## config.mk

```make
export PLATFORM = sky130hd
export DESIGN_NAME = leader_clustering_running_centroid
export DESIGN_NICKNAME = d
export VERILOG_FILES = /design/src/sv/lcrc_pkg.sv /design/src/sv/lcrc_div.sv /design/src/sv/leader_clustering_running_centroid.sv
export SDC_FILE = /design/constraint.sdc
export NUM_CORES = 2
export LEC_CHECK = 0
export ABC_AREA = 1
export BUFFER_PORTS_ARGS = -buffer_cell sky130_fd_sc_hd__buf_2
export CELL_PAD_IN_SITES_DETAIL_PLACEMENT = 1
export CELL_PAD_IN_SITES_GLOBAL_PLACEMENT = 2
export CORE_MARGIN = 4
export CORE_UTILIZATION = 46
export CTS_CLUSTER_SIZE = 8
export DETAILED_ROUTE_END_ITERATION = 12
export GPL_TIMING_DRIVEN = 0
export HOLD_SLACK_MARGIN = 0.05
export PLACE_DENSITY_LB_ADDON = 0.1
export SYNTH_ARGS = -nofsm -noshare
export SYNTH_HDL_FRONTEND = slang
export SYNTH_SLANG_ARGS = --single-unit
```

## constraint.sdc

```tcl
create_clock -name clk -period 25.2 [get_ports clk]
set_input_delay 1.26 -clock clk [delete_from_list [all_inputs] [get_ports clk]]
set_output_delay 1.26 -clock clk [all_outputs]
set_load 0.01 [all_outputs]
```

## src/sv/lcrc_pkg.sv

```systemverilog
// Shared types and constants for the leader clustering block.
// Used by the top level and the iterative divider; no dependencies.
package lcrc_pkg;

	localparam int CoordW     = 16;
	localparam int CountW     = 16;
	localparam int RadiusW    = 16;
	localparam int GroupIdxW  = 4;
	localparam int ColorW     = 3;
	localparam int MulW       = CoordW + 1;
	localparam int ProdW      = 2 * MulW;
	localparam int DvdW       = 33;
	localparam int DivSteps   = 32;
	localparam int DivStepW   = $clog2(DivSteps);

	localparam logic [RadiusW-1:0] RadiusReset = RadiusW'(1600);
	localparam logic [CountW-1:0]  CountMax    = '1;

	typedef logic signed [CoordW-1:0] coord_t;
	typedef logic [CountW-1:0]        count_t;

	// start pulse with operands; the dividend is signed, the divisor is nonzero
	typedef struct packed {
		logic                   start;
		logic signed [DvdW-1:0] dividend;
		count_t                 divisor;
	} div_req_t;

	// done pulses for one cycle while quotient is valid
	typedef struct packed {
		logic   done;
		coord_t quotient;
	} div_rsp_t;

endpackage

```

## src/sv/lcrc_div.sv

```systemverilog
// Radix-2 restoring divider, signed dividend over unsigned count, truncating.
// Depends on lcrc_pkg.
module lcrc_div (
	input  logic              clk,
	input  logic              arst_n,
	input  lcrc_pkg::div_req_t req,
	output lcrc_pkg::div_rsp_t rsp
);

	logic                                busy_q;
	logic                                done_q;
	logic                                neg_q;
	logic [lcrc_pkg::DivStepW-1:0]       step_q;
	logic [lcrc_pkg::CountW-1:0]         dvs_q;
	logic [lcrc_pkg::CountW-1:0]         rem_q;
	logic [lcrc_pkg::DivSteps-1:0]       quo_q;

	logic [lcrc_pkg::DvdW-1:0]           mag;
	logic [lcrc_pkg::CountW:0]           rem_sh;
	logic                                fits;
	logic [lcrc_pkg::DivSteps-1:0]       quo_neg;

	assign mag    = req.dividend[lcrc_pkg::DvdW-1] ? (lcrc_pkg::DvdW'(0) - req.dividend)
	                                                : req.dividend;
	assign rem_sh = {rem_q, quo_q[lcrc_pkg::DivSteps-1]};
	assign fits   = rem_sh >= {1'b0, dvs_q};
	assign quo_neg = lcrc_pkg::DivSteps'(0) - quo_q;

	always_ff @(posedge clk or negedge arst_n) begin
		if (!arst_n) begin
			busy_q <= 1'b0;
			done_q <= 1'b0;
			step_q <= '0;
		end else begin
			done_q <= 1'b0;
			if (req.start) begin
				busy_q <= 1'b1;
				step_q <= '0;
			end else if (busy_q) begin
				step_q <= step_q + 1'b1;
				if (step_q == lcrc_pkg::DivStepW'(lcrc_pkg::DivSteps - 1)) begin
					busy_q <= 1'b0;
					done_q <= 1'b1;
				end
			end
		end
	end

	// datapath: magnitude shifts out of quo_q while quotient bits shift in
	always_ff @(posedge clk) begin
		if (req.start) begin
			neg_q <= req.dividend[lcrc_pkg::DvdW-1];
			dvs_q <= req.divisor;
			rem_q <= '0;
			quo_q <= mag[lcrc_pkg::DivSteps-1:0];
		end else if (busy_q) begin
			rem_q <= fits ? lcrc_pkg::CountW'(rem_sh - {1'b0, dvs_q})
			              : rem_sh[lcrc_pkg::CountW-1:0];
			quo_q <= {quo_q[lcrc_pkg::DivSteps-2:0], fits};
		end
	end

	assign rsp.done     = done_q;
	assign rsp.quotient = neg_q ? quo_neg[lcrc_pkg::CoordW-1:0]
	                            : quo_q[lcrc_pkg::CoordW-1:0];

endmodule

```

## src/sv/leader_clustering_running_centroid.sv

```systemverilog
// Leader clustering of 2-D Q12.4 points with running centroids, top level.
// Depends on lcrc_pkg and lcrc_div.
//
// Channel   Direction  Handshake              Payload
// -------   ---------  ---------------------  ---------------------------------------
// input     in         in_valid / in_stall    mode, point_x, point_y
// result    out        out_valid / out_stall  group_index, opened_new, table_full,
//                                             color_index, centroid_x, centroid_y
// config    in         cfg_we                 cfg_wdata (join_radius)
//
// Sequence, from the accept cycle through the state that loads the output register:
//   a clear goes straight to the push state. A classify on an empty table opens a
//   group directly; otherwise it forms radius^2, then scans the groups (read,
//   dx^2, dy^2, compare per group through one shared 17x17 multiplier), then
//   opens a group or flags a full table, or joins one: two centroid updates, each
//   a multiply, an add and a 32-step divide that ends with its done pulse. The
//   longest case is a join on the 16th group.
// Reset clears the sequencer, the output valid flag, the group count and the radius (to 1600); the
//   group table itself is not cleared, entries at or above the count are never read.
// in_stall is high while an item is in work; a finished result waits in the
//   output register, and the next transaction is taken while it is stalled.
module leader_clustering_running_centroid #(
	parameter int MAX_GROUPS   = 16,
	parameter int PALETTE_SIZE = 5
) (
	input  logic                                clk,
	input  logic                                arst_n,
	input  logic                                cfg_we,
	input  logic [lcrc_pkg::RadiusW-1:0]        cfg_wdata,
	input  logic                                in_valid,
	output logic                                in_stall,
	input  logic                                mode,
	input  logic signed [lcrc_pkg::CoordW-1:0]  point_x,
	input  logic signed [lcrc_pkg::CoordW-1:0]  point_y,
	output logic                                out_valid,
	input  logic                                out_stall,
	output logic [lcrc_pkg::GroupIdxW-1:0]      group_index,
	output logic                                opened_new,
	output logic                                table_full,
	output logic [lcrc_pkg::ColorW-1:0]         color_index,
	output logic signed [lcrc_pkg::CoordW-1:0]  centroid_x,
	output logic signed [lcrc_pkg::CoordW-1:0]  centroid_y
);

	localparam int CntW = $clog2(MAX_GROUPS + 1);
	localparam int IdxW = (MAX_GROUPS > 1) ? $clog2(MAX_GROUPS) : 1;
	localparam int ColW = (PALETTE_SIZE > 1) ? $clog2(PALETTE_SIZE) : 1;

	typedef struct packed {
		lcrc_pkg::coord_t cx;
		lcrc_pkg::coord_t cy;
		lcrc_pkg::count_t cnt;
	} entry_t;

	typedef enum logic [3:0] {
		S_IDLE, S_R2, S_READ, S_DX, S_DY, S_CMP, S_MX, S_AX, S_WX,
		S_MY, S_AY, S_WY, S_NEW, S_PUSH
	} state_t;

	state_t                          state_q;
	logic [lcrc_pkg::RadiusW-1:0]    join_radius_q;
	logic [CntW-1:0]                 groups_used_q;
	logic [CntW-1:0]                 idx_q;
	logic [ColW-1:0]                 color_q;
	lcrc_pkg::coord_t                px_q;
	lcrc_pkg::coord_t                py_q;
	logic [2*lcrc_pkg::RadiusW-1:0]  r2_q;
	logic [lcrc_pkg::ProdW-2:0]      d2_q;
	lcrc_pkg::count_t                n_q;
	lcrc_pkg::coord_t                qx_q;

	// group table, one word per group
	entry_t                          mem_q [MAX_GROUPS];
	entry_t                          rd_q;
	logic                            mem_we;
	entry_t                          mem_wdata;

	// shared multiplier, product registered
	logic signed [lcrc_pkg::MulW-1:0]  mul_a;
	logic signed [lcrc_pkg::MulW-1:0]  mul_b;
	logic signed [lcrc_pkg::ProdW-1:0] prod_q;

	// pending result, then output register
	logic [lcrc_pkg::GroupIdxW-1:0]  res_idx_q;
	logic                            res_opened_q;
	logic                            res_full_q;
	logic [lcrc_pkg::ColorW-1:0]     res_color_q;
	lcrc_pkg::coord_t                res_cx_q;
	lcrc_pkg::coord_t                res_cy_q;
	logic                            out_valid_q;
	logic [lcrc_pkg::GroupIdxW-1:0]  out_idx_q;
	logic                            out_opened_q;
	logic                            out_full_q;
	logic [lcrc_pkg::ColorW-1:0]     out_color_q;
	lcrc_pkg::coord_t                out_cx_q;
	lcrc_pkg::coord_t                out_cy_q;

	lcrc_pkg::div_req_t              div_req;
	lcrc_pkg::div_rsp_t              div_rsp;

	logic signed [lcrc_pkg::MulW-1:0] dx;
	logic signed [lcrc_pkg::MulW-1:0] dy;
	logic [lcrc_pkg::ProdW-1:0]       d2_sum;
	logic                             hit;
	lcrc_pkg::count_t                 n_next;
	logic [CntW-1:0]                  idx_next;
	logic                             table_at_max;

	lcrc_div u_div (
		.clk    (clk),
		.arst_n (arst_n),
		.req    (div_req),
		.rsp    (div_rsp)
	);

	assign dx = {px_q[lcrc_pkg::CoordW-1], px_q} - {rd_q.cx[lcrc_pkg::CoordW-1], rd_q.cx};
	assign dy = {py_q[lcrc_pkg::CoordW-1], py_q} - {rd_q.cy[lcrc_pkg::CoordW-1], rd_q.cy};

	// join test: dx^2 + dy^2 < radius^2, all at full width
	assign d2_sum = {1'b0, d2_q} + {1'b0, prod_q[lcrc_pkg::ProdW-2:0]};
	assign hit    = d2_sum < {2'b00, r2_q};

	assign n_next       = (rd_q.cnt == lcrc_pkg::CountMax) ? rd_q.cnt : rd_q.cnt + 1'b1;
	assign idx_next     = idx_q + 1'b1;
	assign table_at_max = groups_used_q == CntW'(MAX_GROUPS);

	always_comb begin
		mul_a = '0;
		mul_b = '0;
		unique case (state_q)
			S_R2: begin
				mul_a = {1'b0, join_radius_q};
				mul_b = {1'b0, join_radius_q};
			end
			S_DX: begin
				mul_a = dx;
				mul_b = dx;
			end
			S_DY: begin
				mul_a = dy;
				mul_b = dy;
			end
			S_MX: begin
				mul_a = {rd_q.cx[lcrc_pkg::CoordW-1], rd_q.cx};
				mul_b = {1'b0, n_q - 1'b1};
			end
			S_MY: begin
				mul_a = {rd_q.cy[lcrc_pkg::CoordW-1], rd_q.cy};
				mul_b = {1'b0, n_q - 1'b1};
			end
			default: begin
				mul_a = '0;
				mul_b = '0;
			end
		endcase
	end

	always_ff @(posedge clk) begin
		prod_q <= mul_a * mul_b;
	end

	// c*(n-1) + p goes to the divider over n
	always_comb begin
		div_req.start    = (state_q == S_AX) || (state_q == S_AY);
		div_req.divisor  = n_q;
		div_req.dividend = prod_q[lcrc_pkg::DvdW-1:0] +
			((state_q == S_AY) ? {{(lcrc_pkg::DvdW-lcrc_pkg::CoordW){py_q[lcrc_pkg::CoordW-1]}}, py_q}
			                   : {{(lcrc_pkg::DvdW-lcrc_pkg::CoordW){px_q[lcrc_pkg::CoordW-1]}}, px_q});
	end

	always_comb begin
		mem_we    = 1'b0;
		mem_wdata = '{cx: px_q, cy: py_q, cnt: lcrc_pkg::CountW'(1)};
		if (state_q == S_WY && div_rsp.done) begin
			mem_we    = 1'b1;
			mem_wdata = '{cx: qx_q, cy: div_rsp.quotient, cnt: n_q};
		end else if (state_q == S_NEW && !table_at_max) begin
			mem_we = 1'b1;
		end
	end

	always_ff @(posedge clk) begin
		if (mem_we) begin
			mem_q[idx_q[IdxW-1:0]] <= mem_wdata;
		end
		if (state_q == S_READ) begin
			rd_q <= mem_q[idx_q[IdxW-1:0]];
		end
	end

	always_ff @(posedge clk or negedge arst_n) begin
		if (!arst_n) begin
			join_radius_q <= lcrc_pkg::RadiusReset;
		end else if (cfg_we) begin
			join_radius_q <= cfg_wdata;
		end
	end

	// sequencer with registered results
	always_ff @(posedge clk or negedge arst_n) begin
		if (!arst_n) begin
			state_q       <= S_IDLE;
			groups_used_q <= '0;
			out_valid_q   <= 1'b0;
		end else begin
			// the push state reloads the output register itself
			if (out_valid_q && !out_stall && state_q != S_PUSH) begin
				out_valid_q <= 1'b0;
			end
			unique case (state_q)
				S_IDLE: begin
					idx_q        <= '0;
					color_q      <= '0;
					px_q         <= point_x;
					py_q         <= point_y;
					res_idx_q    <= '0;
					res_opened_q <= 1'b0;
					res_full_q   <= 1'b0;
					res_color_q  <= '0;
					res_cx_q     <= '0;
					res_cy_q     <= '0;
					if (in_valid) begin
						if (mode) begin
							groups_used_q <= '0;
							state_q       <= S_PUSH;
						end else if (groups_used_q == '0) begin
							state_q <= S_NEW;
						end else begin
							state_q <= S_R2;
						end
					end
				end
				S_R2: state_q <= S_READ;
				S_READ: begin
					if (idx_q == '0) begin
						r2_q <= prod_q[2*lcrc_pkg::RadiusW-1:0];
					end
					state_q <= S_DX;
				end
				S_DX: state_q <= S_DY;
				S_DY: begin
					d2_q    <= prod_q[lcrc_pkg::ProdW-2:0];
					state_q <= S_CMP;
				end
				S_CMP: begin
					if (hit) begin
						n_q     <= n_next;
						state_q <= S_MX;
					end else begin
						idx_q   <= idx_next;
						color_q <= (color_q == ColW'(PALETTE_SIZE - 1)) ? '0 : color_q + 1'b1;
						state_q <= (idx_next == groups_used_q) ? S_NEW : S_READ;
					end
				end
				S_MX: state_q <= S_AX;
				S_AX: state_q <= S_WX;
				S_WX: begin
					if (div_rsp.done) begin
						qx_q    <= div_rsp.quotient;
						state_q <= S_MY;
					end
				end
				S_MY: state_q <= S_AY;
				S_AY: state_q <= S_WY;
				S_WY: begin
					if (div_rsp.done) begin
						res_idx_q   <= lcrc_pkg::GroupIdxW'(idx_q);
						res_color_q <= lcrc_pkg::ColorW'(color_q);
						res_cx_q    <= qx_q;
						res_cy_q    <= div_rsp.quotient;
						state_q     <= S_PUSH;
					end
				end
				S_NEW: begin
					if (table_at_max) begin
						res_full_q <= 1'b1;
					end else begin
						groups_used_q <= groups_used_q + 1'b1;
						res_idx_q     <= lcrc_pkg::GroupIdxW'(idx_q);
						res_opened_q  <= 1'b1;
						res_color_q   <= lcrc_pkg::ColorW'(color_q);
						res_cx_q      <= px_q;
						res_cy_q      <= py_q;
					end
					state_q <= S_PUSH;
				end
				S_PUSH: begin
					if (!out_valid_q || !out_stall) begin
						out_valid_q  <= 1'b1;
						out_idx_q    <= res_idx_q;
						out_opened_q <= res_opened_q;
						out_full_q   <= res_full_q;
						out_color_q  <= res_color_q;
						out_cx_q     <= res_cx_q;
						out_cy_q     <= res_cy_q;
						state_q      <= S_IDLE;
					end
				end
				default: state_q <= S_IDLE;
			endcase
		end
	end

	assign in_stall    = (state_q != S_IDLE);
	assign out_valid   = out_valid_q;
	assign group_index = out_idx_q;
	assign opened_new  = out_opened_q;
	assign table_full  = out_full_q;
	assign color_index = out_color_q;
	assign centroid_x  = out_cx_q;
	assign centroid_y  = out_cy_q;

endmodule
```

==> impl_metrics.ini <==
[outcome]
status = finished clean

[routing]
drcViolationCount = 0
drt_iter0_drc = 3811
drt_wl_total_um = 225000
via_per_inst = 5.61
ant_nets = 0
dr.pass1.iters = 5
dr_total_vias = 49300
wl_per_cell_um = 25.6

[yosys]
syn_area_sq_um = 64700
synth_edf_count = 1084
synth_largest_area_cell = edfxtp_1
synth.most_common_cell = nand2_1
netlist.area_leader.share_pct = 50.3
ys_ff_latch = 1166
ys.flop_type = edfxtp_1
seq_area_frac_synth_pct = 53.1
synth_common_cells = 1285 x nand2_1, 1084 x edfxtp_1, 951 x inv_1, 761 x nor2_1, 574 x o21ai_0
syn_nets = 7083
async_flop_share_pct = 2.83
ys_warn_count = 0
synth_area_leaders = edfxtp_1 50%, fa_1 9.1%, nand2_1 7.5%
syn-mean-instance-area_sq_um = 9.96
yosysUniqueCellTypes = 66
syn_inst = 6493

[pwr]
p_leak_uw = 0.0303
irDropWorstVdd_mv = 0.0952
total_power_uw = 9420
power-per-cell-area_nw_per_um2 = 128

[sta]
rsz0062_at_grt = false
hold_ws_ns = 0.385
fmax_ghz = 0.100
worst_slew_pin_slew_ns = 1.39
post-route-min-period_ns = 9.96
max-slew-margin-rel_pct = 7.01
hold_violations = 0
skew_ns = 0.0840
fin_tns_setup_ns = 0
slew_viol_final = 0
fin_ws_ns = 15.24
fin_crit_sh_pct = 39.5
setup_viol = 0

[flow_run]
maxCapViolCount = 0

[finish]
nets = 7437
regArea_sq_um = 34400
n_antenna_cell = 0
syn2layout_area_growth_pct = 14.1
final_cells = 8795
drive_gt1_share_pct = 7.40
multiInputGateArea_sq_um = 26000
n_fill_cell = 15500

[critical_path]
critical_path_required_ns = 25.86
critPathMaxFanout = 10
slowest_delay_ns = 0.57
startpoint_type = register
crit_slowest_cell = nor2_2
critPathKind = reg2reg
crit_path_end_kind = register
critPathArrivalTime_ns = 10.61

[placement]
place_inst = 8555
dp_hpwl_um = 174000
dp_slack_ns = 15.33
gp_congestion = 0.907
port-buffer-count = 95

[global_route]
grt_pass1_vias = 52100
grt_max_degree = 42
grt_overflow = 0
antenna_found_initial = 11
grt_pass1_wl_um = 332000
gr-usage-all-layers_pct = 30.6

[clock_tree]
cts-htree-levels = 4
cts_resized = 0
clk_pin_slew_ns = 0.05
post_cts_buffers = 0
cts_made_buffers = 166
cts_hold_buf = 0
cts_tree = done
clock-root-buffer = clkbuf_16
cts.sinks = 1166
cts_buffer_depth = 3
clock_latency_ns = 0.83

[floorplan]
die_y_um = 383
io_pins = 97
die_w_um = 383
core-area_sq_um = 140000
num_rows = 137
dieArea_sq_um = 147000
start_util_pct = 46.3

[hold_path]
hold_class = reg2reg
area by class of cell:
cell class              instances  area share [%]
plain buffers                 213            1.16
clock buffers                 220            5.95
clock inverters                20           0.533
inverters                     967            4.93
multi-input cells            4147            35.2
flip-flops and latches       1166            46.6
well taps                    1876            3.18
repair buffers                186            2.42
state kept, by name (all words and copies together) (netlist names), 32 cells and up:
| register | flops |
|---|---|
| rd_q | 48 |
| d2_q | 33 |
| prod_q | 33 |
| r2_q | 32 |
| mem_q | 768 |
| u_div.quo_q | 32 |
final timing paths:
check / startpoint / to / slack [ns] / cells after the start
max: px_q[0]$_DFFE_PP_ / prod_q[29]$_DFF_P_ / 15.24 / 39
max reg2reg: px_q[0]$_DFFE_PP_ / prod_q[29]$_DFF_P_ / 15.24 / 39
min: res_cx_q[2]$_DFFE_PP_ / centroid_x[2]$_DFFE_PP_ / 0.39 / 0
min reg2reg: res_cx_q[2]$_DFFE_PP_ / centroid_x[2]$_DFFE_PP_ / 0.39 / 0
min in group asynchronous: arst_n / u_div.step_q[4]$_DFFE_PN0P_ / 0.67 / 1
max in group asynchronous: arst_n / join_radius_q[3]$_DFFE_PN0P_ / 23.72 / 1
metal layers:
metal,global-route usage (%),up-vias,wire [um]
met5,0,-,31
met3,3.64,458,12100
met1,38.3,24900,90700
met4,11.7,4,8990
li1,-,22300,-
met2,54.4,1625,114000
stage by stage:
stage	cell area, sq um	utilization [%]
floorplan	64700	-
global placement	67500	48.4
detailed placement	69000	49.4
CTS	73800	52.9
global route	73800	52.9
finish	73800	52.9
critical path: cells and delay by family (launching register included):
family	cells	cell delay (ns)
AOI/OAI and AO/OA	6	1.88
adders and majority gates	9	3.75
buffers and inverters	7	0.94
DFF	1	0.36
and+or+nand+nor	17	2.88
logic make-up (layout without fill, tap and decap cells):
| family | count (synthesis) | after routing | share of synthesized area (%) |
|---|---|---|---|
| DFF | 1166 | 1166 | 53.1 |
| AOI/OAI and AO/OA | 1039 | 1039 | 8.81 |
| xor gates and xnor gates | 133 | 133 | 1.81 |
| buffers and inverters | 1180 | 1606 | 6.94 |
| muxes | 5 | 5 | 0.0871 |
| and+or+nand+nor | 2434 | 2434 | 15.4 |
| adders and majority gates | 536 | 536 | 13.8 |
where the power goes:
group          switching [uW]  total [uW]  internal, uW
clock network             858        2070          1210
registers                 149        2540          2390
logic                    3250        4810          1560
cells in the final DEF (no fill, tap or decap), types with 107 or more instances in the layout:
cell,instances
a21oi_1,143
buf_2,121
clkbuf_1,227
clkbuf_16,166
edfxtp_1,1084
fa_1,295
ha_1,241
inv_1,951
nand2_1,1285
nand3_1,170
nand4_1,107
nor2_1,742
o21ai_0,541
o22ai_1,213
(Power assumes the default switching activity.)
